File: config.mk
export PLATFORM = sky130hd
export DESIGN_NAME = tdf_ram
export DESIGN_NICKNAME = d
export VERILOG_FILES = /design/src/design/tdf_ram.sv
export SDC_FILE = /design/constraint.sdc
export NUM_CORES = 1
export LEC_CHECK = 0
export ABC_AREA = 1
export BUFFER_PORTS_ARGS = -buffer_cell sky130_fd_sc_hd__buf_2
export CORE_MARGIN = 1
export CORE_UTILIZATION = 40
export CTS_CLUSTER_DIAMETER = 150
export CTS_CLUSTER_SIZE = 24
export DETAILED_ROUTE_END_ITERATION = 8
export SETUP_SLACK_MARGIN = 0.05
export SLEW_MARGIN = 25
export SYNTH_ARGS = -nofsm -noshare
export SYNTH_HDL_FRONTEND = slang
export SYNTH_SLANG_ARGS = --single-unit
File: constraint.sdc
create_clock -name i_clk -period 1.2 [get_ports i_clk]
set_input_delay 0.12 -clock i_clk [delete_from_list [all_inputs] [get_ports i_clk]]
set_output_delay 0.12 -clock i_clk [all_outputs]
set_load 0.02 [all_outputs]
File: src/design/tdf_ram.sv
// ============================================================================
// tdf_ram
// Generic simple dual-port RAM: one write port, one read port with
// registered read data.
// ============================================================================
`default_nettype none

module tdf_ram #(
    parameter int unsigned WIDTH = 8,
    parameter int unsigned DEPTH = 16
) (
    input  wire logic                     i_clk,
    input  wire logic                     i_wr_en,
    input  wire logic [$clog2(DEPTH)-1:0] i_wr_addr,
    input  wire logic [WIDTH-1:0]         i_wr_data,
    input  wire logic                     i_rd_en,
    input  wire logic [$clog2(DEPTH)-1:0] i_rd_addr,
    output logic      [WIDTH-1:0]         o_rd_data
);

    logic [WIDTH-1:0] r_mem [DEPTH];
    logic [WIDTH-1:0] r_rd_data;

    always_ff @(posedge i_clk) begin
        if (i_wr_en) begin
            r_mem[i_wr_addr] <= i_wr_data;
        end
        if (i_rd_en) begin
            r_rd_data <= r_mem[i_rd_addr];
        end
    end

    assign o_rd_data = r_rd_data;

endmodule

`default_nettype wire

==> flow_summary_export.csv, run 1 <==
group,metric,value,unit
power_and_ir_drop,leakagePower,0.002961,uW
setup_path,crit_family,"flip-flops",
route,vias_per_cell,4.876,
setup_path,cp_slowest_stage_delay,440,ps
die,die_width,122.9,um
yosys,syn-num-nets,570,
clocking,cts_tree,"built",
setup_path,endpoint_kind,"output port",
timing,worst_slack,55.86,ps
timing,tightest_slew,613.4,ps
setup_path,cp_cell_sequence,"buf_6",
die,die_h,122.9,um
timing,drv_slew,0,
yosys,avgSynthCellArea,10.61,um2
setup_path,worstPathBufferInverterCount,1,
die,core-area,14100,um2
timing,setup_viol,0,
clocking,clockRootBuffer,"clkbuf_16",
setup_path,cp-start-kind,"flip-flop",
timing,fmax,874.0,MHz
yosys,synth_top_area_share,69.85,%
placed_design,dp_slack,-201.7,ps
clocking,htreeDepth,4,
clocking,cts_buffer_depth,2,
final_layout,layout_commonest_cell,"nand2_1",
yosys,syn_inst,551,
final_layout,drive_gt1_share,13.93,%
clocking,insertion_delay,410,ps
setup_path,cpMaxStageDelayCell,"edfxtp_1",
power_and_ir_drop,vdd.ir_drop.worst,0.9342,mV
global_route,grt_max_degree,58,
final_layout,syn_to_final_growth,17.70,%
final_layout,fin_nets,617,
setup_path,crit_required,1080,ps
die,rows,43,
setup_path,cp.arrival,1020,ps
yosys,synth_largest_area_cell,"edfxtp_1",
route,drt_wl_total,13090,um
route,num_vias,3852,
route,first_pass_iters,5,
placed_design,place.gp.congestion,0.8117,
timing,skew,5.109,ps
route,wl_per_cell,16.57,um
run_status,outcome,"finished clean",
worst_hold_path,hp-class,"in -> reg",
global_route,first_global_vias,3725,
clocking,clock_sinks,136,
placed_design,dpl.hpwl,8303,um
die,num_io_pins,27,
timing,period_needed,1144,ps
global_route,grt_use_total,19.46,%
power_and_ir_drop,power_density,1515,nW/um2
yosys,synth_cell_type_count,11,
final_layout,design_area,6882,um2
final_layout,final_cell_mix,"nand2_1, edfxtp_1, inv_1",
die,start_util,41.48,%
placed_design,postPlaceCellArea,6306,um2
yosys,syn_area,5847,um2
timing,timing.hold.ws,58.06,ps
power_and_ir_drop,finalPower,10430,uW
route,ant_nets,0,
yosys,ys_ff_latch,136,
final_layout,antennaDiodeCount,0,
yosys,yosysSeqAreaShare,69.85,%
yosys,yosys_warnings,0,
global_route,grt_pass1_wl,20800,um
timing,slew-limit-headroom,59.05,%
yosys,synth.top_cells.by_area,"edfxtp_1, nand2_1, nand3_1, inv_1, buf_6",
route,dr.first_iter.drc_count,296,
global_route,grt_overflow_total,0,
final_layout,nFillCells,1290,
timing,hold_viol,0,
global_route,antenna_found_initial,0,
setup_path,path_class,"reg -> out",
timing,rsz0062_at_grt,"yes",
job,maxCapViolations,0,
route,route.detailed.drc,0,
die,dieArea,15100,um2
timing,post-route-period-util,95.35,%
clocking,ctsHoldBuffers,0,
clocking,clk_pin_slew,50,ps
clocking,postCtsSetupBuffers,0,
placed_design,port-buffer-count,26,
clocking,cts_buffers,17,
setup_path,critPathMaxFanout,1,
[registers in the layout (all words and copies together) (netlist names)]
signal	flops
o_rd_data	8
r_mem	128
[cells in the mapped netlist (all sizes together)]
cell	count
nand3b	2
buf	24
edfxtp	136
inv	102
nand2	173
nand3	97
nor2	17
[cell families (layout without fill, tap and decap cells)]
| group | Yosys count | after routing | share of synthesized area [%] |
|---|---|---|---|
| and+or+nand+nor | 289 | 289 | 20.76 |
| DFF | 136 | 136 | 69.85 |
| buffers and inverters | 126 | 185 | 9.394 |
[power by group]
group / switching, uW / leakage [uW] / internal [uW]
logic: 490 / 0.00149 / 240
registers: 38.9 / 0.00124 / 5360
clock network: 1750 / 0.000232 / 2560
[cell type report]
| cell class | instances | area (um2) | share of cell area (%) |
|---|---|---|---|
| Clock buffer | 22 | 444.2 | 6.455 |
| Clock inverter | 9 | 35.03 | 0.5091 |
| Inverter | 102 | 382.9 | 5.564 |
| Multi-Input combinational cell | 289 | 1279 | 18.58 |
| Sequential cell | 136 | 4084 | 59.35 |
| Tap cell | 180 | 225.2 | 3.273 |
| Timing Repair Buffer | 52 | 431.7 | 6.273 |
[metal layers]
metal / global-route usage [%] / vias up / wire length (um)
li1: - / 1874 / -
met1: 26.60 / 1838 / 6264
met2: 29.32 / 116 / 5892
met3: 4.982 / 24 / 573
met4: 8.537 / 0 / 361
met5: 0 / - / 0
[path summary, 6_finish.rpt]
check / startpoint / end / slack, ps / cells past startpoint
max: o_rd_data[7]$_DFFE_PP_ / o_rd_data[7] / 60 / 1
min: i_rd_addr[3] / o_rd_data[5]$_DFFE_PP_ / 60 / 3
max reg2reg: r_mem[9][2]$_DFFE_PP_ / o_rd_data[2]$_DFFE_PP_ / 110 / 6
min reg2reg: r_mem[14][4]$_DFFE_PP_ / o_rd_data[4]$_DFFE_PP_ / 740 / 6
[metrics by stage]
step	cells	util (%)	setup TNS, ps
floorplan	551	-	0
global placement	759	44.74	-1170
detailed placement	759	44.74	-1198
CTS	790	48.35	0
global route	790	48.82	0
finish	790	48.82	0
[repair_timing]
action                                  CTS  global route
pin swaps                                 0             5
endpoints found under the setup margin    5            13
gates resized for setup                   9            15
(Power assumes the default switching activity.)
==> run 2, diff against run 1 <==
Settings changed: CELL_PAD_IN_SITES_DETAIL_PLACEMENT from default to 1, CELL_PAD_IN_SITES_GLOBAL_PLACEMENT from default to 1, CORE_MARGIN 1 to default, PLACE_DENSITY_LB_ADDON from default to 0.1.
==> flow_summary_export.csv, run 2 (synthesis results as in run 1) <==
group,metric,value,unit
final_layout,layout_commonest_cell,"nand2_1",
final_layout,design_area,7008,um2
timing,timing.hold.ws,79.90,ps
setup_path,crit_required,1080,ps
die,dieArea,15100,um2
route,num_vias,3872,
final_layout,final_cells,788,
worst_hold_path,min_to,"o_rd_data[4]$_DFFE_PP_",
final_layout,utilization,49.72,%
placed_design,dp_cells,756,
clocking,clk_pin_slew,60,ps
global_route,grt_max_degree,65,
timing,hold_viol,0,
setup_path,cp_cell_sequence,"buf_6",
run_status,outcome,"finished clean",
global_route,grt_pass1_wl,23120,um
clocking,postCtsSetupBuffers,0,
final_layout,final-seq-area,4084,um2
final_layout,drive_gt1_share,18.91,%
timing,period_needed,1157,ps
final_layout,largest_register,"r_mem",
route,vias_per_cell,4.914,
final_layout,antennaDiodeCount,0,
final_layout,nFillCells,1531,
placed_design,dpl.hpwl,9530,um
timing,setup_viol,0,
power_and_ir_drop,leakagePower,0.003008,uW
final_layout,largest_reg_flops,128,
die,core-area,14100,um2
placed_design,postPlaceCellArea,6259,um2
placed_design,place.gp.congestion,0.8283,
timing,post-route-period-util,96.39,%
timing,rsz0062_at_grt,"yes",
worst_hold_path,hp-start,"i_rd_en",
timing,slew-limit-headroom,51.01,%
setup_path,cpMaxStageDelayCell,"edfxtp_1",
setup_path,endpoint_kind,"output port",
route,ant_nets,0,
final_layout,fin_nets,614,
worst_hold_path,hp-class,"in -> reg",
job,maxCapViolations,0,
timing,fin_setup_tns,0,ps
setup_path,path_class,"reg -> out",
power_and_ir_drop,vdd.ir_drop.worst,0.9662,mV
clocking,clock_sinks,136,
route,route.detailed.drc,0,
global_route,first_global_vias,4060,
die,start_util,41.48,%
timing,fmax,864.5,MHz
setup_path,rrSetupSlack,90,ps
setup_path,worstPathBufferInverterCount,1,
setup_path,cp.arrival,1040,ps
timing,drv_slew,0,
route,dr.first_iter.drc_count,304,
route,drt_wl_total,15080,um
final_layout,multi_input_area,1386,um2
worst_hold_path,hold_depth,1,
power_and_ir_drop,power_density,1555,nW/um2
setup_path,worst_r2r_startpoint,"r_mem[9][7]$_DFFE_PP_",
die,num_io_pins,27,
clocking,cts_tree,"built",
die,die_width,122.9,um
route,wl_per_cell,19.14,um
global_route,grt_overflow_total,0,
setup_path,cp-start-kind,"flip-flop",
setup_path,r2r_cells,6,
clocking,cts_buffers,17,
die,rows,43,
clocking,insertion_delay,410,ps
die,die_h,122.9,um
setup_path,crit_family,"flip-flops",
timing,tightest_slew,733.8,ps
final_layout,syn_to_final_growth,19.86,%
setup_path,timing.rr.end,"o_rd_data[7]$_DFFE_PP_",
global_route,antenna_found_initial,0,
placed_design,port-buffer-count,26,
route,first_pass_iters,4,
setup_path,cp_slowest_stage_delay,460,ps
clocking,clockRootBuffer,"clkbuf_16",
timing,skew,7.685,ps
global_route,grt_use_total,22.01,%
final_layout,final_cell_mix,"nand2_1, edfxtp_1, inv_1",
clocking,cts_buffer_depth,2,
clocking,htreeDepth,4,
setup_path,worst-path-stages,1,
setup_path,critPathMaxFanout,1,
run 2: layout make-up:
type                       count  share of cell area (%)
sequential                   136                   58.28
multi-input combinational    289                   19.78
clock buffer                  18                   6.124
timing repair buffer          49                   5.570
inverter                     102                   5.463
tap                          180                   3.214
clock inverter                14                   1.571
run 2: routing by layer:
metal	share of wire (%)	vias up	wire length (um)	track usage, %
met1	43	1886	6496	29.30
met4	0.93	0	140	8.079
met5	0	-	0	0
li1	-	1869	-	-
met2	49	107	7430	35.74
met3	6.7	10	1018	4.290
run 2: worst max path at each step:
stage                                      start                     end  slack [ps]
final                     o_rd_data[3]$_DFFE_PP_            o_rd_data[3]          40
after global routing      o_rd_data[6]$_DFFE_PP_            o_rd_data[6]           9
after CTS                 o_rd_data[6]$_DFFE_PP_            o_rd_data[6]          30
after detailed placement            i_rd_addr[1]  o_rd_data[4]$_DFFE_PP_        -240
after global placement              i_rd_addr[1]  o_rd_data[5]$_DFFE_PP_        -210
after floorplan                     i_wr_addr[2]  r_mem[10][0]$_DFFE_PP_         130
run 2: timing repair:
| item | CTS | global route |
|---|---|---|
| setup endpoints to repair | 11 | 14 |
| resized for setup | 18 | 29 |
| pin swaps | 0 | 7 |
| gates cloned | 0 | 0 |
| hold buffers | 0 | 0 |
run 2: where the power goes:
part / internal (uW) / switching (uW) / total, uW
clock: 2810 / 1920 / 4730
combinational: 240 / 531 / 771
sequential: 5350 / 42.7 / 5400
run 2: stage by stage:
stage | total power, uW | setup slack, ps
floorplan | 5880 | 129.2
global placement | 6190 | -213.2
detailed placement | 6207 | -243.7
CTS | 10980 | 27.24
global route | 11280 | 9.048
finish | 10900 | 43.32
==> run 3, diff against run 2 <==
Settings changed: CORE_UTILIZATION 40 to 44.
Clock period 1.2 ns to 0.98 ns, I/O delays scaled along.
==> flow_summary_export.csv, run 3 (synthesis results as in run 1) <==
group,metric,value,unit
global_route,grt_pass1_wl,22910,um
route,ant_nets,0,
timing,post-route-period-util,112.9,%
global_route,first_global_vias,4092,
clocking,clk_pin_slew,50,ps
timing,timing.hold.ws,40.96,ps
clocking,cts_buffer_depth,2,
timing,hold_viol,0,
setup_path,timing.rr.end,"o_rd_data[6]$_DFFE_PP_",
route,route.detailed.drc,0,
clocking,postCtsSetupBuffers,0,
placed_design,port-buffer-count,26,
setup_path,critPathMaxFanout,1,
worst_hold_path,hp-start,"i_rd_en",
job,maxCapViolations,0,
die,start_util,45.77,%
worst_hold_path,hold_depth,1,
route,wl_met2,7855,um
power_and_ir_drop,finalPower,13020,uW
final_layout,largest_register,"r_mem",
timing,fmax,903.7,MHz
power_and_ir_drop,leakagePower,0.003106,uW
clocking,cts_buffers,17,
setup_path,cp.arrival,1270,ps
final_layout,antennaDiodeCount,0,
route,met1_length,6603,um
timing,skew,5.452,ps
die,num_io_pins,27,
setup_path,path_class,"reg -> reg",
timing,period_needed,1107,ps
timing,slew-limit-headroom,66.58,%
route,top_layer_used,"met4",
die,core-area,12770,um2
final_layout,final_cell_mix,"nand2_1, edfxtp_1, inv_1",
setup_path,rrSetupSlack,-130,ps
clocking,cts_tree,"built",
worst_hold_path,min_to,"o_rd_data[2]$_DFFE_PP_",
setup_path,cp-start-kind,"flip-flop",
die,dieArea,13750,um2
timing,drv_slew,0,
placed_design,dp_slack,-359.8,ps
timing,rsz0062_at_grt,"yes",
route,dr.first_iter.drc_count,215,
clocking,htreeDepth,4,
power_and_ir_drop,power_density,1785,nW/um2
global_route,grt_max_degree,55,
die,die_width,117.3,um
global_route,grt_overflow_total,0,
route,first_pass_iters,4,
final_layout,nFillCells,1336,
clocking,clock_sinks,136,
die,rows,41,
timing,worst_slack,-126.6,ps
run_status,outcome,"finished with violations",
final_layout,drive_gt1_share,27.27,%
die,die_h,117.3,um
timing,tightest_slew,500.8,ps
setup_path,crit_required,1150,ps
power_and_ir_drop,vdd.ir_drop.worst,1.103,mV
route,drt_wl_total,15150,um
final_layout,layout_commonest_cell,"nand2_1",
global_route,grt_use_total,24.32,%
global_route,antenna_found_initial,0,
route,wl_per_cell,19.22,um
placed_design,dpl.hpwl,9486,um
final_layout,syn_to_final_growth,24.74,%
timing,fin_setup_tns,-1330,ps
run_status,failed_checks,"setup timing",
final_layout,utilization,57.10,%
worst_hold_path,hp-class,"in -> reg",
final_layout,fin_nets,623,
setup_path,endpoint_kind,"flip-flop",
route,wl_met3,489,um
clocking,insertion_delay,420,ps
timing,setup_viol,16,
setup_path,worst_r2r_startpoint,"r_mem[1][6]$_DFFE_PP_",
setup_path,r2r_cells,6,
route,vias_per_cell,4.962,
route,num_vias,3910,
placed_design,place.gp.congestion,0.7560,
final_layout,largest_reg_flops,128,
clocking,clockRootBuffer,"clkbuf_16",
-- run 3: changes by cell type in the layout (fill, tap and decap cells not counted), moves of 5 or more --
cell      change
inv_2         +5
nand3_4       +5
nand2_2      +16
buf_4         +5
nand3_2      +21
clkbuf_1      +6
nand3_1      -26
inv_1         -5
nor2_1        -6
nand2_1      -16
nor2_2        +6
-- run 3: cell type report --
cell class	instances	area, um2	area share, %
repair buffers	58	520.5	7.137
multi-input cells	289	1609	22.06
clock buffers	24	451.7	6.193
inverters	102	382.9	5.250
well taps	172	215.2	2.951
clock inverters	7	30.03	0.4117
flip-flops and latches	136	4084	56.00
-- run 3: repair_timing --
| action | in CTS | in global routing |
|---|---|---|
| setup endpoints to repair | 16 | 16 |
| pin swaps | 28 | 29 |
| hold buffers | 0 | 0 |
| gates resized for setup | 41 | 61 |
-- run 3: worst max path at each step --
stage	to	slack, ps	cells after the start	startpoint
2_1_floorplan	r_mem[10][0]$_DFFE_PP_	-70	2	i_wr_addr[2]
3_3_place_gp	o_rd_data[6]$_DFFE_PP_	-310	8	i_rd_addr[0]
3_5_place_dp	o_rd_data[4]$_DFFE_PP_	-360	7	i_rd_addr[0]
4_1_cts	o_rd_data[5]$_DFFE_PP_	-120	6	r_mem[6][5]$_DFFE_PP_
5_1_grt	o_rd_data[6]$_DFFE_PP_	-160	6	r_mem[1][6]$_DFFE_PP_
6_report	o_rd_data[6]$_DFFE_PP_	-130	6	r_mem[1][6]$_DFFE_PP_
-- run 3: worst max-delay path, cell delays in order (launching register included) --
cell and delay [ps]:
edfxtp_1 380, inv_1 70, nand2_1 60, nand3_2 90, nand3_2 90, nand3_2 110
nand2_2 70
-- run 3: stage by stage --
stage / cell area, um2 / cells
4_1_cts: 7054 / 788
5_1_grt: 7293 / 788
3_5_place_dp: 6381 / 757
3_3_place_gp: 6381 / 757
6_report: 7293 / 788
2_1_floorplan: 5864 / 551
-- run 3: layer usage --
metal | global-route usage (%) | vias up
li1 | - | 1892
met1 | 30.99 | 1941
met2 | 41.25 | 63
met3 | 4.480 | 14
met4 | 9.367 | 0
met5 | 0 | -
-- run 3: where the power goes --
group | switching (uW) | internal, uW | leakage (uW)
clock network | 2160 | 3160 | 0.000236
logic | 726 | 375 | 0.00164
registers | 40.9 | 6560 | 0.00124
total | 2920 | 10100 | 0.00311
