===== config.mk =====
export PLATFORM = sky130hd
export DESIGN_NAME = tdf_out_stage
export DESIGN_NICKNAME = d
export VERILOG_FILES = /design/src/design/tdf_pkg.sv /design/src/design/tdf_out_stage.sv
export SDC_FILE = /design/constraint.sdc
export NUM_CORES = 1
export LEC_CHECK = 0
export ABC_AREA = 1
export ABC_CLOCK_PERIOD_IN_PS = 800
export BUFFER_PORTS_ARGS = -buffer_cell sky130_fd_sc_hd__buf_4
export CAP_MARGIN = 20
export CORE_MARGIN = 4
export CORE_UTILIZATION = 44
export DETAILED_ROUTE_END_ITERATION = 10
export PLACE_DENSITY = 0.84
export SYNTH_ARGS = -nofsm -noshare
export SYNTH_HDL_FRONTEND = slang
export SYNTH_SLANG_ARGS = --single-unit

===== constraint.sdc =====
create_clock -name i_clk -period 0.8 [get_ports i_clk]
set_input_delay 0.16 -clock i_clk [delete_from_list [all_inputs] [get_ports i_clk]]
set_output_delay 0.16 -clock i_clk [all_outputs]
set_load 0.02 [all_outputs]

===== src/design/tdf_pkg.sv =====
// ============================================================================
// tdf_pkg
// Shared constants, types and helpers for the timestamp delay FIFO.
// ============================================================================
`default_nettype none

package tdf_pkg;

    // Buffer geometry. DEPTH may be any value from 2 to 4096.
    localparam int unsigned DEPTH     = 64;
    localparam int unsigned ADDR_W    = $clog2(DEPTH);
    localparam int unsigned CNT_W     = $clog2(DEPTH + 1);

    // Field widths.
    localparam int unsigned STAMP_W   = 40;
    localparam int unsigned PAYLOAD_W = 32;
    localparam int unsigned DELAY_W   = 24;
    localparam int unsigned ENTRY_W   = STAMP_W + PAYLOAD_W;

    localparam logic [DELAY_W-1:0] DELAY_RESET = 24'd100000;

    // One stored message.
    typedef struct packed {
        logic [STAMP_W-1:0]   stamp;
        logic [PAYLOAD_W-1:0] payload;
    } t_entry;

    // One released message as it travels to the output stage.
    typedef struct packed {
        logic [STAMP_W-1:0]   stamp;
        logic [PAYLOAD_W-1:0] payload;
        logic                 last;
    } t_result;

    // Circular pointer advance; DEPTH need not be a power of two.
    function automatic logic [ADDR_W-1:0] next_ptr(input logic [ADDR_W-1:0] ptr);
        logic [ADDR_W-1:0] nxt;
        if (ptr == ADDR_W'(DEPTH - 1)) begin
            nxt = '0;
        end else begin
            nxt = ptr + 1'b1;
        end
        return nxt;
    endfunction

endpackage

`default_nettype wire


===== src/design/tdf_out_stage.sv =====
// ============================================================================
// tdf_out_stage
// Output register that decouples the sequencer from the receiver.
// ============================================================================
`default_nettype none

module tdf_out_stage (
    input  wire logic             i_clk,
    input  wire logic             i_rst_n,
    input  wire logic             i_push,
    input  wire tdf_pkg::t_result i_push_data,
    output logic                  o_free,
    output logic                  o_out_valid,
    input  wire logic             i_out_ready,
    output tdf_pkg::t_result      o_out_data
);
    import tdf_pkg::*;

    logic    r_valid;
    t_result r_data;

    // The slot can take a new result when empty or when it empties this cycle.
    assign o_free = !r_valid || i_out_ready;

    always_ff @(posedge i_clk) begin
        if (!i_rst_n) begin
            r_valid <= 1'b0;
        end else if (i_push) begin
            r_valid <= 1'b1;
        end else if (i_out_ready) begin
            r_valid <= 1'b0;
        end
    end

    always_ff @(posedge i_clk) begin
        if (i_push) begin
            r_data <= i_push_data;
        end
    end

    assign o_out_valid = r_valid;
    assign o_out_data  = r_data;

endmodule

`default_nettype wire


==> run metrics, run 1 <==
Port Buffers=151; list of most frequent post-synthesis cells=edfxtp_1 (73), inv_1 (3), a21oi_2 (1), dfxtp_1 (1), nand2_2 (1); Net Count, Synth=156; post-synthesis sequential area ratio=98.83%; io pins=152; CTS H-Tree Depth=3; mean post-synth cell area=28.33 µm²; CTS resizes=69; Initial Util=46.47%; cell taking the most area after synthesis=edfxtp_1; Synth Flop Type=edfxtp_1; Synth async-reset ratio=0%; post-synthesis register bit count=74; post-CTS setup buffers=0; clk buf depth=2; Synth cell types=5; cts bufs inserted=9; HPWL Detailed=4.300 mm; synth top area cells=edfxtp_1 (98%), dfxtp_1 (0.89%), inv_1 (0.50%); Synth Cell Area=2238 µm²; count leader, synth=edfxtp_1; Cells after Synth=79; Syn. warnings=0; Die Width=79.33 µm; die height=79.33 µm; Run Error=[ERROR DPL-0033] detailed placement checks failed during check placement.; Last stage=clock tree synthesis (4_1_cts); Root Driver=clkbuf_8; area share of the largest cell type after synthesis=97.93%; Post-CTS Hold Fix Bufs=68; EDFF count, synth=73; Row Count=25; status=did not finish; RePlAce Congestion=0.7325; Sink Count=74
## kinds of logic after synthesis
family	Yosys count	synth area share (%)
flops	74	98.83
buf+inv	3	0.5030
simple gates	1	0.2797
compound gates	1	0.3914
## stage by stage
step	hold slack (ns)	area [µm²]	setup WS (ns)	utilization (%)	std cells
after detailed placement	0.3393	3503	-0.01832	72.73	300
after floorplan	0.2589	2238	0.02823	-	79
after global placement	0.3382	3503	-0.01026	72.73	300
==> run 2, diff against run 1 <==
- CORE_UTILIZATION: 44 -> 40
- PLACE_DENSITY: 0.84 -> not set
- PLACE_DENSITY_LB_ADDON: not set -> 0.15
==> run metrics, run 2 <==
CP bufs+invs=1; Final Cell Area=4695 µm²; DRC Markers=0; cell taking the most area after synthesis=edfxtp_1; layout filler cell count=199; final worst setup slack=-0.2679 ns; Final Non-Filler Cells=394; flop-to-flop setup slack=0.07 ns; failing checks=negative setup slack; via count=1,741; hold endpoint=o_out_valid$_SDFFE_PN0P_; number of global-route vias before repair=1,862; RSZ-0062 raised after global routing=yes; Crit Reg-Reg Endpoint=o_out_valid$_SDFFE_PN0P_; Hold Crit Depth=3; hold slack final=0.05772 ns; Detail Route met2 WL=4.137 mm; Slew headroom=88.63%; overflow left after global routing=0; Power Dens Cells=1891 nW/µm²; initial antenna violation count=0; DP Area=3515 µm²; fin crit share=133.5%; slowest CP cell=edfxtp_1; Final nets=396; Fin. Hold Viols=0; Cells after Synth=79; max FFs per register=73; Syn. warnings=0; Synth cell types=5; setup TNS=-16.98 ns; Inst Count DP=304; CTS H-Tree Depth=3; maxcap violations=0; Port Buffers=151; most frequent cells in the layout=buf_4 (79), buf_6 (75), dlygate4sd3_1 (73), edfxtp_1 (73), clkbuf_8 (9); RePlAce Congestion=0.7286; Clock power frac=26.5%; largest net degree at the start of global routing=32; hold crit path type=in -> reg; count leader, synth=edfxtp_1; R2R cell count=3; Net Count, Synth=156; area share of the largest cell type after synthesis=97.93%; CP Capture Type=output port; FF-to-FF Start=o_out_valid$_SDFFE_PN0P_; drt first pass iters=4; global-route wire length before repair=9.942 mm; Final Max Tran Viols=0; io pins=152; most common cell after layout, fill and taps aside=buf_4; die area=6857 µm²; dpl ws=-0.01868 ns; critical path type=reg -> out; P_int=6.737 mW; DR top layer=met4; final wirelength=7.365 mm; Sink Count=74; Crit path depth=1; total power=8.879 mW; critical path arrival=0.91 ns; die height=82.81 µm; CP top delay family=flip-flops; Combinational Power Share=19.8%; Cell Chain, Critical Path=buf_6; antenna-violating nets left=0; Syn-to-layout area delta=109.7%; Metal-1 WL=2.414 mm; Worst-Skew Late Latency=0.32 ns; Crit Path Max Fanout=1; Fin Clk Skew=0 ns; post-synthesis sequential area ratio=98.83%; cts bufs inserted=9; HPWL Detailed=3.818 mm; Slew @ Worst Pin=0.1705 ns; WL per Instance=18.69 µm; Row Count=26; status=finished with violations; Max stage delay on crit path=0.42 ns; clock-pin slew on the worst setup and hold paths=0.07 ns; Setup Viol. Count Final=75; net switching power=2.142 mW; Die Width=82.81 µm; mean post-synth cell area=28.33 µm²; final core occ=89.08%; Critical Path RT=0.64 ns; Root Driver=clkbuf_8; min-delay src=i_rst_n; clk buf depth=2; CTS tree=yes; synth top area cells=edfxtp_1 (98%), dfxtp_1 (0.89%), inv_1 (0.50%); fmax=936.4 MHz; Period minus WS final=1.068 ns; vias per cell=4.419; CP startpoint kind=flop; core area=5270 µm²; VDD IR max=1559 µV; Synth Cell Area=2238 µm²; Flop pwr share=53.6%; number of diodes=0; Synth Flop Type=edfxtp_1; Initial Util=42.47%; Leakage=1.987 nW; Sw Share=24.12%; initial DRC count=75; list of most frequent post-synthesis cells=edfxtp_1 (73), inv_1 (3), a21oi_2 (1), dfxtp_1 (1), nand2_2 (1); met3 routed WL=598 µm; Synth async-reset ratio=0%; layout cells sized above 1=52.78%; EDFF count, synth=73; post-synthesis register bit count=74; GRT Total Usage=19.18%
-- run 2: cell counts after synthesis --
Identical to the previous run, type by type.
-- run 2: worst min-delay path: stages --
cell and delay, ns:
buf_4 0.11, inv_1 0.05, a21oi_2 0.03
-- run 2: cell families (layout without fill, tap and decap cells) --
group,Yosys count,in the layout,share of synthesized area [%]
compound gates,1,1,0.3914
buf+inv,3,248,0.5030
simple gates,1,1,0.2797
flops,74,74,98.83
-- run 2: cell type report --
class	count	area, µm²	area share [%]
clock buffer	12	135.1	2.878
clock inverter	4	18.77	0.3998
inverter	3	11.26	0.2399
tap	70	87.58	1.866
multi-input combinational	2	20.02	0.4264
timing repair buffer	229	2208	47.04
sequential	74	2213	47.15
-- run 2: worst max-delay path by stage --
stage                             startpoint                       end  slack [ns]
floorplan           o_out_valid$_SDFFE_PN0P_  o_out_valid$_SDFFE_PN0P_        0.03
global placement                      i_push  o_out_data[18]$_DFFE_PP_       -0.02
detailed placement                    i_push  o_out_data[37]$_DFFE_PP_       -0.02
CTS                  o_out_data[5]$_DFFE_PP_             o_out_data[5]       -0.27
global route        o_out_data[54]$_DFFE_PP_            o_out_data[54]       -0.32
finish              o_out_data[54]$_DFFE_PP_            o_out_data[54]       -0.27
-- run 2: power groups by stage --
stage | sequential (mW) | combinational [mW] | clock, mW
global placement | 4.75 | 1.25 | 0
global route | 4.78 | 1.84 | 2.65
CTS | 4.73 | 1.66 | 2.35
detailed placement | 4.76 | 1.26 | 0
finish | 4.76 | 1.76 | 2.36
floorplan | 5.17 | 0.0118 | 0
-- run 2: metal layers --
layer / up-vias / track usage [%]
met4: 0 / 7.578
li1: 794 / -
met5: - / 0
met2: 111 / 35.28
met3: 17 / 7.525
met1: 819 / 19.19
-- run 2: what timing repair did --
item,CTS,global route
hold endpoints to repair,61,12
pin swaps,1,0
cloned,0,0
setup endpoints to repair,75,75
hold buffers,61,12
buffers inserted,0,1
gates resized for setup,66,11
(Power assumes the default switching activity.)
==> run 3, diff against run 2 <==
- ABC_CLOCK_PERIOD_IN_PS: 800 -> 900
- CORE_UTILIZATION: 40 -> 37
- HOLD_SLACK_MARGIN: not set -> 0.02
- clock period: 0.8 -> 0.9 ns (I/O delays scaled with it)
==> run metrics, run 3 (synthesis results as in run 2) <==
status=finished with violations; failing checks=negative setup slack; cts bufs inserted=9; Max stage delay on crit path=0.41 ns; via count=1,650; overflow left after global routing=0; Worst-Skew Late Latency=0.32 ns; CP top delay family=flip-flops; Crit Path Max Fanout=1; Cell Chain, Critical Path=buf_6; Final Non-Filler Cells=398; CP bufs+invs=1; RSZ-0062 raised after global routing=yes; Setup Viol. Count Final=75; Period minus WS final=1.068 ns; Initial Util=38.03%; CP startpoint kind=flop; drt first pass iters=4; initial DRC count=44; P_int=6.252 mW; number of diodes=0; Sink Count=74; die height=85.78 µm; core area=5886 µm²; Fin. Hold Viols=0; fin crit share=118.6%; Port Buffers=151; Critical Path RT=0.72 ns; Final Max Tran Viols=0; maxcap violations=0; Syn-to-layout area delta=110.6%; hold slack final=0.09588 ns; max FFs per register=73; CTS H-Tree Depth=3; final worst setup slack=-0.1676 ns; Clock power frac=28.8%; DP Area=3521 µm²; Root Driver=clkbuf_8; Inst Count DP=309; CTS tree=yes; Row Count=28; Final nets=396; most common cell after layout, fill and taps aside=buf_4; slowest CP cell=edfxtp_1; Die Width=85.78 µm; Leakage=1.988 nW; fmax=936.6 MHz; largest net degree at the start of global routing=30; total power=8.071 mW; layout cells sized above 1=52.94%; Slew @ Worst Pin=0.1601 ns; RePlAce Congestion=0.6544; final core occ=80.08%; number of global-route vias before repair=1,761; antenna-violating nets left=0; initial antenna violation count=0; dpl ws=0.06079 ns; GRT Total Usage=16.44%; final wirelength=6.024 mm; global-route wire length before repair=8.832 mm; vias per cell=4.146; hold crit path type=in -> reg; HPWL Detailed=3.765 mm; Flop pwr share=52.2%; WL per Instance=15.14 µm; Sw Share=22.54%; Power Dens Cells=1712 nW/µm²; die area=7358 µm²; DRC Markers=0; Fin Clk Skew=0 ns; net switching power=1.819 mW; Combinational Power Share=19.0%; clk buf depth=2; io pins=152; Final Cell Area=4713 µm²; critical path arrival=0.89 ns; critical path type=reg -> out; clock-pin slew on the worst setup and hold paths=0.07 ns; Slew headroom=89.33%; VDD IR max=1297 µV; CP Capture Type=output port; most frequent cells in the layout=buf_4 (80), buf_6 (74), dlygate4sd3_1 (73), edfxtp_1 (73), clkbuf_8 (9); setup TNS=-9.989 ns
[run 3: final cells by class]
cell class                      instances  area (µm²)
Sequential cell                        74        2213
Timing Repair Buffer                  229        2205
Fill cell                             330        1172
Clock buffer                           11       131.4
Tap cell                               75       93.84
Clock inverter                          4       43.79
Multi-Input combinational cell          2       15.01
Inverter                                3       11.26
[run 3: final timing paths]
kind | from | to | slack [ns] | depth (start not counted)
setup / recovery | o_out_data[46]$_DFFE_PP_ | o_out_data[46] | -0.17 | 1
hold / removal | i_rst_n | o_out_valid$_SDFFE_PN0P_ | 0.1 | 3
setup reg to reg | o_out_valid$_SDFFE_PN0P_ | o_out_valid$_SDFFE_PN0P_ | 0.17 | 3
hold reg to reg | o_out_valid$_SDFFE_PN0P_ | o_out_valid$_SDFFE_PN0P_ | 0.61 | 3
[run 3: timing repair]
item,4_1_cts,5_1_grt
hold buffers,67,6
gates resized for setup,66,9
endpoints found under the hold margin,67,6
pin swaps,1,1
setup buffers,0,1
setup endpoints to repair,75,75
[run 3: per-layer routing]
metal	vias to the layer above	routed length [µm]	global-route usage, %
li1	793	-	-
met1	756	1986	16.80
met2	89	3312	28.81
met3	12	580	6.820
met4	0	144	8.201
met5	-	0	0
[run 3: power groups by stage]
stage	clock [mW]	sequential, mW	combinational, mW
final	2.32	4.22	1.53
after global routing	2.57	4.24	1.60
after CTS	2.38	4.21	1.49
after detailed placement	0	4.23	1.12
after global placement	0	4.22	1.11
after floorplan	0	4.59	0.0105
==> run 4, diff against run 3 <==
- CTS_CLUSTER_SIZE: not set -> 28
- MAX_ROUTING_LAYER: not set -> met4
==> run metrics, run 4 (synthesis results as in run 2) <==
VDD IR max=1295 µV; global-route wire length before repair=8.769 mm; CP startpoint kind=flop; GRT Total Usage=16.91%; final worst setup slack=-0.1660 ns; final core occ=80.08%; FF-to-FF Start=o_out_valid$_SDFFE_PN0P_; HPWL Detailed=3.765 mm; critical path arrival=0.89 ns; flop-to-flop setup slack=0.18 ns; vias per cell=4.141; R2R cell count=3; Critical Path RT=0.72 ns; overflow left after global routing=0; Cell Chain, Critical Path=buf_6; Row Count=28; via count=1,648; slowest CP cell=edfxtp_1; layout cells sized above 1=52.94%; Sink Count=74; drt first pass iters=4; largest net degree at the start of global routing=30; Port Buffers=151; Initial Util=38.03%; clk buf depth=2; CP bufs+invs=1; Final Max Tran Viols=0; Final nets=396; maxcap violations=0; initial antenna violation count=0; Crit Path Max Fanout=1; WL per Instance=15.01 µm; Crit Reg-Reg Endpoint=o_out_valid$_SDFFE_PN0P_; most frequent cells in the layout=buf_4 (80), buf_6 (74), dlygate4sd3_1 (73), edfxtp_1 (73), clkbuf_8 (9); CTS tree=yes; CTS H-Tree Depth=3; Fin. Hold Viols=0; Leakage=1.988 nW; die height=85.78 µm; Inst Count DP=309; Power Dens Cells=1710 nW/µm²; die area=7358 µm²; setup TNS=-9.882 ns; Crit path depth=1; Fin Clk Skew=0 ns; Setup Viol. Count Final=75; Max stage delay on crit path=0.41 ns; number of diodes=0; Slew headroom=89.45%; critical path type=reg -> out; Slew @ Worst Pin=0.1583 ns; layout filler cell count=330; Die Width=85.78 µm; Syn-to-layout area delta=110.6%; Critical Path Start=o_out_data[46]$_DFFE_PP_; fin crit share=118.4%; total power=8.059 mW; fmax=938.1 MHz; number of global-route vias before repair=1,777; antenna-violating nets left=0; Worst-Skew Late Latency=0.32 ns; hold crit path type=in -> reg; hold slack final=0.09689 ns; CP Capture Type=output port; cts bufs inserted=9; core area=5886 µm²; max FFs per register=73; CP top delay family=flip-flops; io pins=152; Root Driver=clkbuf_8; Critical Path Sink=o_out_data[46]; DRC Markers=0; Final Non-Filler Cells=398; initial DRC count=51; most common cell after layout, fill and taps aside=buf_4; clock-pin slew on the worst setup and hold paths=0.07 ns; RSZ-0062 raised after global routing=yes; failing checks=negative setup slack; status=finished with violations; Hold Crit Depth=3; RePlAce Congestion=0.6603; final wirelength=5.973 mm; Period minus WS final=1.066 ns
-- run 4: cell counts in the layout (fill, tap and decap cells not counted) --
No cell type changed its count.
-- run 4: worst min path at each step --
stage / startpoint / to / slack, ns
after detailed placement: i_push_data[23] / o_out_data[23]$_DFFE_PP_ / 0.36
after floorplan: i_push_data[0] / o_out_data[0]$_DFFE_PP_ / 0.28
after global placement: i_push_data[4] / o_out_data[4]$_DFFE_PP_ / 0.36
after CTS: i_push_data[0] / o_out_data[0]$_DFFE_PP_ / 0.02
final: i_rst_n / o_out_valid$_SDFFE_PN0P_ / 0.1
after global routing: i_rst_n / o_out_valid$_SDFFE_PN0P_ / 0.08
-- run 4: through the flow --
step	cell area, µm²	worst slack [ns]
after floorplan	2238	0.1282
after global placement	3521	0.06511
after detailed placement	3521	0.06079
after CTS	4612	-0.1858
after global routing	4713	-0.2192
final	4713	-0.1660
-- run 4: layout make-up --
type	instances	area, µm²	share of cell area, %
Timing Repair Buffer	229	2205	46.77
Inverter	3	11.26	0.2389
Sequential cell	74	2213	46.96
Tap cell	75	93.84	1.991
Clock buffer	11	131.4	2.787
Multi-Input combinational cell	2	15.01	0.3186
Clock inverter	4	43.79	0.9291
-- run 4: metal layers --
metal	vias to the layer above	GRT usage (%)	part of all wire [%]
met2	92	28.95	55
met1	749	17.83	34
met4	0	8.201	2.5
met5	-	-	0
li1	794	-	-
met3	13	4.995	8.2
-- run 4: what timing repair did --
action	CTS	global route
endpoints found under the hold margin	67	6
setup buffers	0	1
cloned	0	0
setup endpoints to repair	75	75
pin swaps	1	1
hold buffers	67	6
gates resized for setup	66	9
-- run 4: power breakdown --
part	internal (mW)	total [mW]	switching (mW)
sequential	4.09	4.22	0.123
combinational	0.909	1.53	0.622
clock	1.25	2.31	1.06
