**config.mk**
```make
export PLATFORM = sky130hd
export DESIGN_NAME = tdf_seq
export DESIGN_NICKNAME = d
export VERILOG_FILES = /design/src/design/tdf_pkg.sv /design/src/design/tdf_seq.sv
export SDC_FILE = /design/constraint.sdc
export NUM_CORES = 1
export LEC_CHECK = 0
export BUFFER_PORTS_ARGS = -buffer_cell sky130_fd_sc_hd__buf_2
export CAP_MARGIN = 5
export CORE_ASPECT_RATIO = 0.6
export CORE_UTILIZATION = 25
export DETAILED_ROUTE_END_ITERATION = 10
export MAX_ROUTING_LAYER = met4
export PLACE_DENSITY = 0.55
export REMOVE_ABC_BUFFERS = 1
export SYNTH_ARGS = -nofsm -noshare
export SYNTH_HDL_FRONTEND = slang
export SYNTH_SLANG_ARGS = --single-unit
```
**constraint.sdc**
```tcl
create_clock -name i_clk -period 8.5 [get_ports i_clk]
set_input_delay 1.7 -clock i_clk [delete_from_list [all_inputs] [get_ports i_clk]]
set_output_delay 1.7 -clock i_clk [all_outputs]
set_load 0.02 [all_outputs]
```
**src/design/tdf_pkg.sv**
```systemverilog
// ============================================================================
// tdf_pkg
// Shared constants, types and helpers for the timestamp delay FIFO.
// ============================================================================
`default_nettype none

package tdf_pkg;

    // Buffer geometry. DEPTH may be any value from 2 to 4096.
    localparam int unsigned DEPTH     = 64;
    localparam int unsigned ADDR_W    = $clog2(DEPTH);
    localparam int unsigned CNT_W     = $clog2(DEPTH + 1);

    // Field widths.
    localparam int unsigned STAMP_W   = 40;
    localparam int unsigned PAYLOAD_W = 32;
    localparam int unsigned DELAY_W   = 24;
    localparam int unsigned ENTRY_W   = STAMP_W + PAYLOAD_W;

    localparam logic [DELAY_W-1:0] DELAY_RESET = 24'd100000;

    // One stored message.
    typedef struct packed {
        logic [STAMP_W-1:0]   stamp;
        logic [PAYLOAD_W-1:0] payload;
    } t_entry;

    // One released message as it travels to the output stage.
    typedef struct packed {
        logic [STAMP_W-1:0]   stamp;
        logic [PAYLOAD_W-1:0] payload;
        logic                 last;
    } t_result;

    // Circular pointer advance; DEPTH need not be a power of two.
    function automatic logic [ADDR_W-1:0] next_ptr(input logic [ADDR_W-1:0] ptr);
        logic [ADDR_W-1:0] nxt;
        if (ptr == ADDR_W'(DEPTH - 1)) begin
            nxt = '0;
        end else begin
            nxt = ptr + 1'b1;
        end
        return nxt;
    endfunction

endpackage

`default_nettype wire

```
**src/design/tdf_seq.sv**
```systemverilog
// ============================================================================
// tdf_seq
// Sequencer: writes messages into the buffer RAM and releases the oldest
// entries while the span exceeds the delay. One released entry is held back
// until it is known whether it is the last one for the current input.
// ============================================================================
`default_nettype none

module tdf_seq (
    input  wire logic                            i_clk,
    input  wire logic                            i_rst_n,
    input  wire logic [tdf_pkg::DELAY_W-1:0]     i_delay_us,
    input  wire logic                            i_in_valid,
    output logic                                 o_in_ready,
    input  wire logic [tdf_pkg::STAMP_W-1:0]     i_in_stamp,
    input  wire logic [tdf_pkg::PAYLOAD_W-1:0]   i_in_payload,
    output logic                                 o_wr_en,
    output logic      [tdf_pkg::ADDR_W-1:0]      o_wr_addr,
    output tdf_pkg::t_entry                      o_wr_data,
    output logic                                 o_rd_en,
    output logic      [tdf_pkg::ADDR_W-1:0]      o_rd_addr,
    input  wire tdf_pkg::t_entry                 i_rd_data,
    input  wire logic                            i_out_free,
    output logic                                 o_push,
    output tdf_pkg::t_result                     o_push_data
);
    import tdf_pkg::*;

    typedef enum logic [2:0] {
        S_IDLE,
        S_FPOP,
        S_FDATA,
        S_WR,
        S_CHK_RD,
        S_CHK,
        S_FLUSH
    } t_state;

    t_state              r_state;
    logic [ADDR_W-1:0]   r_rd_ptr;
    logic [ADDR_W-1:0]   r_wr_ptr;
    logic [CNT_W-1:0]    r_count;
    logic [STAMP_W-1:0]  r_stamp;
    logic [PAYLOAD_W-1:0] r_payload;
    logic                r_pend_valid;
    t_entry              r_pend;

    logic [STAMP_W-1:0]  span;
    logic                span_over;
    logic                chk_emit;
    logic                full;

    assign full      = (r_count == CNT_W'(DEPTH));
    assign span      = r_stamp - i_rd_data.stamp;
    assign span_over = (span > STAMP_W'(i_delay_us));
    // Releasing another entry pushes the held one out as a non-final result.
    assign chk_emit  = (r_state == S_CHK) && span_over && r_pend_valid;

    assign o_in_ready = (r_state == S_IDLE);

    assign o_rd_en   = (r_state == S_FPOP) || (r_state == S_CHK_RD);
    assign o_rd_addr = r_rd_ptr;
    assign o_wr_en   = (r_state == S_WR);
    assign o_wr_addr = r_wr_ptr;
    assign o_wr_data = '{stamp: r_stamp, payload: r_payload};

    assign o_push = i_out_free &&
                    (chk_emit || ((r_state == S_FLUSH) && r_pend_valid));
    assign o_push_data = '{stamp:   r_pend.stamp,
                           payload: r_pend.payload,
                           last:    (r_state == S_FLUSH)};

    always_ff @(posedge i_clk) begin
        if (!i_rst_n) begin
            r_state      <= S_IDLE;
            r_rd_ptr     <= '0;
            r_wr_ptr     <= '0;
            r_count      <= '0;
            r_pend_valid <= 1'b0;
        end else begin
            case (r_state)
                S_IDLE: begin
                    if (i_in_valid) begin
                        r_stamp   <= i_in_stamp;
                        r_payload <= i_in_payload;
                        if (i_delay_us == '0) begin
                            r_pend       <= '{stamp: i_in_stamp, payload: i_in_payload};
                            r_pend_valid <= 1'b1;
                            r_state      <= S_FLUSH;
                        end else if (full) begin
                            r_state <= S_FPOP;
                        end else begin
                            r_state <= S_WR;
                        end
                    end
                end
                S_FPOP: begin
                    r_rd_ptr <= next_ptr(r_rd_ptr);
                    r_count  <= r_count - 1'b1;
                    r_state  <= S_FDATA;
                end
                S_FDATA: begin
                    r_pend       <= i_rd_data;
                    r_pend_valid <= 1'b1;
                    r_state      <= S_WR;
                end
                S_WR: begin
                    r_wr_ptr <= next_ptr(r_wr_ptr);
                    r_count  <= r_count + 1'b1;
                    if (r_count != '0) begin
                        r_state <= S_CHK_RD;
                    end else begin
                        r_state <= S_FLUSH;
                    end
                end
                S_CHK_RD: begin
                    r_state <= S_CHK;
                end
                S_CHK: begin
                    if (span_over) begin
                        if (!r_pend_valid || i_out_free) begin
                            r_pend       <= i_rd_data;
                            r_pend_valid <= 1'b1;
                            r_rd_ptr     <= next_ptr(r_rd_ptr);
                            r_count      <= r_count - 1'b1;
                            if (r_count > CNT_W'(2)) begin
                                r_state <= S_CHK_RD;
                            end else begin
                                r_state <= S_FLUSH;
                            end
                        end
                    end else begin
                        r_state <= S_FLUSH;
                    end
                end
                S_FLUSH: begin
                    if (!r_pend_valid || i_out_free) begin
                        r_pend_valid <= 1'b0;
                        r_state      <= S_IDLE;
                    end
                end
                default: begin
                    r_state <= S_IDLE;
                end
            endcase
        end
    end

endmodule

`default_nettype wire

```
==> results of run 1 <==
## power groups by stage
stage                     registers (W)  logic (W)  clock network (W)
after floorplan                 0.00129   0.000772                  0
after global placement          0.00117    0.00128                  0
after detailed placement        0.00118    0.00129                  0
after CTS                       0.00116    0.00130           0.000849
after global routing            0.00117    0.00142           0.000867
final                           0.00116    0.00129           0.000810
## layout by cell type (no fill, tap or decap), types with 6 or more instances in the layout
master / n
nand3_1: 17
mux2_2: 35
nand4_1: 23
clkbuf_16: 17
xor2_1: 13
xnor2_1: 23
nand2b_1: 10
ha_1: 70
o211ai_1: 12
nand2_1: 100
o21bai_1: 7
inv_1: 86
o21ai_0: 73
a21o_1: 17
a21oi_1: 70
nor2_1: 55
nor3_1: 14
dfxtp_1: 23
nor4_1: 11
edfxtp_1: 144
buf_4: 6
and3_1: 11
a211oi_1: 13
mux2i_1: 12
buf_2: 332
## metal layers
metal  vias up  track usage (%)
li1       4255                -
met1      4185             23.4
met2       370             23.9
met3        44             4.65
met4         0             4.57
met5         -                -
## registers in the layout, summed over array words and instances, names as in the netlist
register      count
r_stamp          40
r_payload        32
r_state           3
o_wr_addr         6
o_push_data      72
r_pend_valid      1
o_rd_addr         6
r_count           7
## synth_stat cells, types with 4 or more instances
library cell,instances,area [µm²]
a2111oi_2,4,60.1
a211oi_1,13,97.6
a21o_1,17,128
a21oi_1,70,350
a221oi_1,4,35.0
a31oi_1,5,31.3
and2_1,4,25.0
and3_1,12,75.1
buf_2,4,20.0
clkbuf_1,33,124
dfxtp_1,23,460
edfxtp_1,144,4320
ha_1,70,876
inv_1,86,323
mux2_2,35,394
mux2i_1,12,120
nand2_1,100,375
nand2b_1,10,62.6
nand3_1,17,85.1
nand4_1,23,144
nor2_1,57,214
nor3_1,14,70.1
nor4_1,11,68.8
o211ai_1,12,90.1
o21ai_0,73,365
o21ai_1,5,25.0
o21bai_1,7,52.6
o31ai_1,4,30.0
xnor2_1,23,201
xor2_1,13,114
## critical path, stage by stage
cell       delay [ns]
buf_2            0.11
ha_1             0.18
inv_1            0.06
fa_1             0.41
a211oi_1         0.33
o21ai_1          0.28
a311oi_1         0.43
a21oi_1          0.18
xor2_1           0.18
ha_1             0.33
nand4_1          0.19
nor4_1           0.50
o31ai_1          0.16
a22o_1           0.29
o2111ai_1        0.10
nor4_1           0.07
and4_4           0.19
nand2_2          0.16
nand2_1          0.08
a21oi_1          0.16
buf_2            0.18
## cell families (layout without fill, tap and decap cells)
kind of cell	Yosys count	count (layout)	share of synthesized area, %
adders and majority gates	72	72	9.16
AOI/OAI and AO/OA	260	260	17.1
xor gates and xnor gates	36	36	3.15
buffers and inverters	126	456	4.86
and+or+nand+nor	269	269	12.8
muxes	47	47	5.15
DFF	167	167	47.9
## path summary, 6_finish.rpt
| check | start | endpoint | slack (ns) | depth (start not counted) |
|---|---|---|---|---|
| max | i_rd_data[32] | o_push | 0.52 | 21 |
| min | o_wr_addr[1] | o_wr_addr[1] | 0.50 | 2 |
| max reg2reg | r_stamp[0] | o_push_data[15] | 2.73 | 21 |
| min reg2reg | o_wr_addr[1] | o_wr_addr[1] | 0.50 | 2 |
## metrics by stage
step	total power, W	hold WS (ns)	worst slack (ns)	cell area (µm²)	utilization [%]
floorplan	0.00207	0.464	-0.103	9830	-
finish	0.00325	0.500	0.525	12800	32.7
global route	0.00347	0.532	0.0884	12800	32.7
CTS	0.00330	0.501	0.619	12800	32.7
detailed placement	0.00247	0.490	0.642	12200	31.1
global placement	0.00245	0.479	0.681	12200	31.1
## layout make-up
cell class	instances	area (µm²)	area share, %
Clock buffer	17	425	3.32
Multi-Input combinational cell	684	4740	37.0
Tap cell	522	653	5.10
Sequential cell	167	4780	37.3
Clock inverter	15	180	1.41
Inverter	86	323	2.52
Timing Repair Buffer	338	1710	13.3
==> summary.md, run 1 <==
| Metric | Value |
|---|---|
| # DRC | 0 |
| Via count | 8,854 |
| Worst Skew | about 0.018 ns |
| Ant diodes | 0 |
| Post-synthesis cell count | 977 |
| Total die area | 0.0408 mm² |
| Worst-margin pin slew | between 0.7 and 0.8 ns |
| Buffers on Ports | ~330 |
| DRT Wirelength | 33.7 mm |
| WL/cell | 18.4 µm |
| Largest net degree at the start of global routing | slightly below 60 |
| Number of synthesized flops with an enable pin | 144 |
| Antenna Violating Nets Remaining | 0 |
| Post-CTS setup buffers | 0 |
| Switching power | 0.00129 W |
| Total clock sinks | 167 |
| Worst-Skew Late Latency | 0.45 ns |
| Cell area after synthesis | 0.00999 mm² |
| Gate power share | 39.6% |
| Worst Path Class, Setup | input port to output pin |
| Sequential share of power | 35.5% |
| Power share of the clock group | 24.9% |
| Worst hold-check path type | flip-flop to flip-flop |
| Fraction of power spent switching nets | 39.8% |
| Non-Filler Instances | ~1,800 |
| Max frequency | approximately 0.13 GHz |
| M1 wire length | approximately 16 mm |
| Maximum vdd drop | 0.148 mV |
| Hpwl dp | 26.6 mm |
| Routed vias/inst | 4.84 |
| Post-CTS Resized | 0 |
| Initial antenna violation count | 2 |
| Area grow syn2layout | 28.2% |
| Fin. max-slew vios | 0 |
| Die width | 260 µm |
| Via count of the first global-routing pass | 8,524 |
| Hold buffers post-CTS | 0 |
| Met2 Wirelength | roughly 14 mm |
| Top FF cell, synth | edfxtp_1 |
| Ys async rst share | 0% |
| Minimum clock period | 7.98 ns |
| Layout fillers | 4,097 |
| Critical Path Source Type | input port |
| Share of cells above drive strength 1 | 32.5% |
| RSZ-0062 raised after global routing | no |
| Fin crit share | 93.8% |
| Total GRT Usage | 16.9% |
| CP arrival | 6.28 ns |
| # rows | 56 |
| Synth unique cells | between 70 and 80 |
| CTS Buf Count | 17 |
| Status | finished, final reports clean |
| Grt ovf | 0 |
| Syn avg cell area | between 10 and 15 µm² |
| Initial Utilization | 25.5% |
| Placed insts | about 1,800 |
| CP endpoint kind | output pin |
| Req. time, crit path | approximately 7 ns |
| # setup viols final | 0 |
| Met3 Routed Length | around 2.6 mm |
| Crit-path max FO | 7 |
| CTS tree | built |
| Global-route wire length before repair | between 50 and 60 mm |
| H-tree levels | 4 |
| Worst-path clk slew | 0.07 ns |
| MaxCap Viol Count | 0 |
| Relative slew slack | 46.8% |
| CTS Root Cell | clkbuf_16 |
| Iteration-0 DRC Markers | 624 |
| Core area | ~0.04 mm² |
| Top Metal Used | met4 |
| Fin Setup TNS | 0 ns |
| Hold Fails Final Rpt | 0 |
| Leak pwr | 5.49 nW |
| Seq/Total Area, Yosys | 47.9% |
| GP Congestion | 0.946 |
| #FFs+latches synth | 167 |
| Final net count | 1,538 |
| Max Root-Sink Buffers | 2 |
| Synth warn | 0 |
| Die height | 157 µm |
| Int Power | 0.00196 W |
| Pwr Density | 254 mW/mm² |
| I/O pin count | 333 |
| DRT Pass-1 Iters | 6 |
No activity file was read; power rests on OpenSTA's default activity.
==> run 2, diff against run 1 <==
--- a/config.mk
+++ b/config.mk
@@ -7,11 +7,13 @@
 export LEC_CHECK = 0
 export BUFFER_PORTS_ARGS = -buffer_cell sky130_fd_sc_hd__buf_2
 export CAP_MARGIN = 5
+export CELL_PAD_IN_SITES_DETAIL_PLACEMENT = 0
+export CELL_PAD_IN_SITES_GLOBAL_PLACEMENT = 1
 export CORE_ASPECT_RATIO = 0.6
 export CORE_UTILIZATION = 25
 export DETAILED_ROUTE_END_ITERATION = 10
 export MAX_ROUTING_LAYER = met4
-export PLACE_DENSITY = 0.55
+export PLACE_DENSITY = 0.67
 export REMOVE_ABC_BUFFERS = 1
 export SYNTH_ARGS = -nofsm -noshare
 export SYNTH_HDL_FRONTEND = slang
==> summary.md, run 2 (same netlist as run 1, synthesis figures left out) <==
| Metric | Value |
|---|---|
| Die width | 260 µm (unchanged) |
| Leak pwr | 5.49 nW (about the same) |
| Initial antenna violation count | 2 (unchanged) |
| Buffers on Ports | 332 (unchanged) |
| R2r setup slk | 1.88 ns (was 2.73 ns) |
| Hold Crit Start | r_count[6] (was o_wr_addr[1]) |
| # setup viols final | 0 (unchanged) |
| Post-CTS Resized | 0 (unchanged) |
| Worst path cell trace | buf_2 > ha_1 > inv_1 > fa_1 > a211oi_1 > o21ai_1 > a311oi_1 > a21oi_1 > xor2_1 > ha_1 > nand4_1 > nor3_1 > a221o_1 > nor3_1 > a22o_1 > o2111ai_1 > nor4_1 > and4_4 > nand2_2 > nand2_1 > a21oi_1 > buf_2 (was buf_2 > ha_1 > inv_1 > fa_1 > a211oi_1 > o21ai_1 > a311oi_1 > a21oi_1 > xor2_1 > ha_1 > nand4_1 > nor4_1 > o31ai_1 > a22o_1 > o2111ai_1 > nor4_1 > and4_4 > nand2_2 > nand2_1 > a21oi_1 > buf_2) |
| Non-Filler Instances | 1,831 (was 1,829) |
| Int Power | 0.00196 W (about the same) |
| Crit-path max FO | 7 (unchanged) |
| Worst Skew | 0.0174 ns (was 0.0183 ns) |
| Fin crit share | 94.0% (was 93.8%) |
| CP endpoint kind | output pin (unchanged) |
| Placed insts | 1,797 (unchanged) |
| Minimum clock period | 7.99 ns (was 7.98 ns) |
| DRT Wirelength | 33.5 mm (was 33.7 mm) |
| Crit path max-delay family | compound AO/OA/AOI/OAI gates (unchanged) |
| CTS Root Cell | clkbuf_16 (unchanged) |
| Total clock sinks | 167 (unchanged) |
| Gate power share | 39.6% (about the same) |
| Total die area | 0.0408 mm² (unchanged) |
| Worst-margin pin slew | 1.19 ns (was 0.792 ns) |
| Global-route wire length before repair | 50.0 mm (was 50.2 mm) |
| CTS Buf Count | 17 (unchanged) |
| I/O pin count | 333 (unchanged) |
| Fraction of power spent switching nets | 39.8% (about the same) |
| Max reg flops | 72 (unchanged) |
| Iteration-0 DRC Markers | 658 (was 624) |
| Core area | 0.0392 mm² (unchanged) |
| Worst r2r path cells | 21 (unchanged) |
| Die height | 157 µm (unchanged) |
| Share of cells above drive strength 1 | 32.5% (unchanged) |
| Power share of the clock group | 25.0% (was 24.9%) |
| Initial Utilization | 25.5% (unchanged) |
| DRT Pass-1 Iters | 6 (unchanged) |
| Tot Pwr | 0.00326 W (was 0.00325 W) |
| Setup ws final | 0.506 ns (was 0.525 ns) |
| Commonest non-fill, non-tap cell in the layout | buf_2 (unchanged) |
| MaxCap Viol Count | 0 (unchanged) |
| Worst slack, placed | 0.491 ns (was 0.642 ns) |
| # rows | 56 (unchanged) |
| Layout fillers | 4,068 (was 4,097) |
| Max Root-Sink Buffers | 2 (unchanged) |
| CP arrival | 6.29 ns (was 6.28 ns) |
| Worst Path Class, Setup | input port to output pin (unchanged) |
| Maximum vdd drop | 0.148 mV (about the same) |
| Post-CTS setup buffers | 0 (unchanged) |
| Grt ovf | 0 (unchanged) |
| Sequential share of power | 35.5% (about the same) |
| Req. time, crit path | 6.80 ns (about the same) |
| Area grow syn2layout | 28.4% (was 28.2%) |
| FF-to-FF End | o_push_data[54] (was o_push_data[15]) |
| H-tree levels | 4 (unchanged) |
| Hold endpoint | r_count[6] (was o_wr_addr[1]) |
| Relative slew slack | 20.3% (was 46.8%) |
| Most frequent cells in the layout | 332 x buf_2, 144 x edfxtp_1, 100 x nand2_1 (unchanged) |
| Largest net degree at the start of global routing | 60 (was 59) |
| Critical Path Source Type | input port (unchanged) |
| Hold Fails Final Rpt | 0 (unchanged) |
| Status | finished, final reports clean (unchanged) |
| Crit-path max cell delay | 0.42 ns (was 0.50 ns) |
| Hpwl dp | 26.5 mm (was 26.6 mm) |
| Max frequency | 0.125 GHz (about the same) |
| Worst Hold Depth | 2 (unchanged) |
| RR Startpoint | r_stamp[0] (unchanged) |
| CTS tree | built (unchanged) |
| Worst-path clk slew | 0.08 ns (was 0.07 ns) |
| Pwr Density | 254 mW/mm² (about the same) |
| WL/cell | 18.3 µm (was 18.4 µm) |
| Worst hold-check path type | flip-flop to flip-flop (unchanged) |
| Fin. max-slew vios | 0 (unchanged) |
| Antenna Violating Nets Remaining | 0 (unchanged) |
| RSZ-0062 raised after global routing | no (unchanged) |
| Via count | 8,770 (was 8,854) |
| Hold buffers post-CTS | 0 (unchanged) |
| WP buf/inv | 3 (unchanged) |
| Final net count | 1,538 (unchanged) |
| Crit-path slowest cell | fa_1 (was nor4_1) |
| Switching power | 0.00130 W (was 0.00129 W) |
| Routed vias/inst | 4.79 (was 4.84) |
| # DRC | 0 (unchanged) |
| Worst-Skew Late Latency | 0.46 ns (was 0.45 ns) |
| Worst hold slack | 0.506 ns (was 0.500 ns) |
| Total GRT Usage | 16.8% (was 16.9%) |
| Via count of the first global-routing pass | 8,418 (was 8,524) |
| GP Congestion | 0.902 (was 0.946) |
run 2: changes by cell type in the layout (fill, tap and decap cells not counted):
cell / delta
diode_2: +2
clkinv_2: -1
clkinv_8: +1
run 2: worst max path at each step:
stage / endpoint / cells past startpoint / startpoint
finish: o_push / 22 / i_rd_data[32]
detailed placement: o_push_data[6] / 21 / i_rd_data[32]
CTS: o_push / 22 / i_rd_data[32]
floorplan: o_push_data[10] / 19 / i_rd_data[32]
global route: o_push / 22 / i_rd_data[32]
global placement: o_push / 22 / i_rd_data[32]
run 2: power by group through the flow:
stage | clock network, W | logic [W] | registers, W
floorplan | 0 | 0.000772 | 0.00129
global placement | 0 | 0.00127 | 0.00117
detailed placement | 0 | 0.00129 | 0.00118
CTS | 0.000845 | 0.00130 | 0.00116
global route | 0.000878 | 0.00142 | 0.00118
finish | 0.000813 | 0.00129 | 0.00116
run 2: worst reg2reg max path: cells and delay by family (launching register included):
kind / cells / cell delay (ns)
xor+xnor: 1 / 0.19
buf+inv: 3 / 0.80
flops: 1 / 0.39
compound gates: 8 / 1.96
simple gates: 6 / 1.98
fa+ha+maj: 3 / 0.92
run 2: final cells by class:
cell class	count	area, µm²	share of cell area [%]
Multi-Input combinational cell	684	4740	37.0
Sequential cell	167	4780	37.3
Clock inverter	15	191	1.49
Tap cell	522	653	5.09
Inverter	86	323	2.52
Clock buffer	17	425	3.31
Antenna cell	2	5.00	0.0390
Timing Repair Buffer	338	1710	13.3
run 2: per-stage QoR:
step / instance area [µm²] / TNS, ns / util, %
floorplan: 9830 / -7.39 / -
global placement: 12200 / 0 / 31.1
detailed placement: 12200 / 0 / 31.1
CTS: 12800 / 0 / 32.7
global route: 12800 / 0 / 32.7
finish: 12800 / 0 / 32.7
run 2: routing by layer:
layer / up-vias / global-route usage, % / wire [µm]
met1: 4180 / 23.2 / 16300
li1: 4260 / - / -
met5: - / - / 0
met3: 21 / 5.18 / 2600
met2: 309 / 23.8 / 14100
met4: 0 / 3.68 / 416
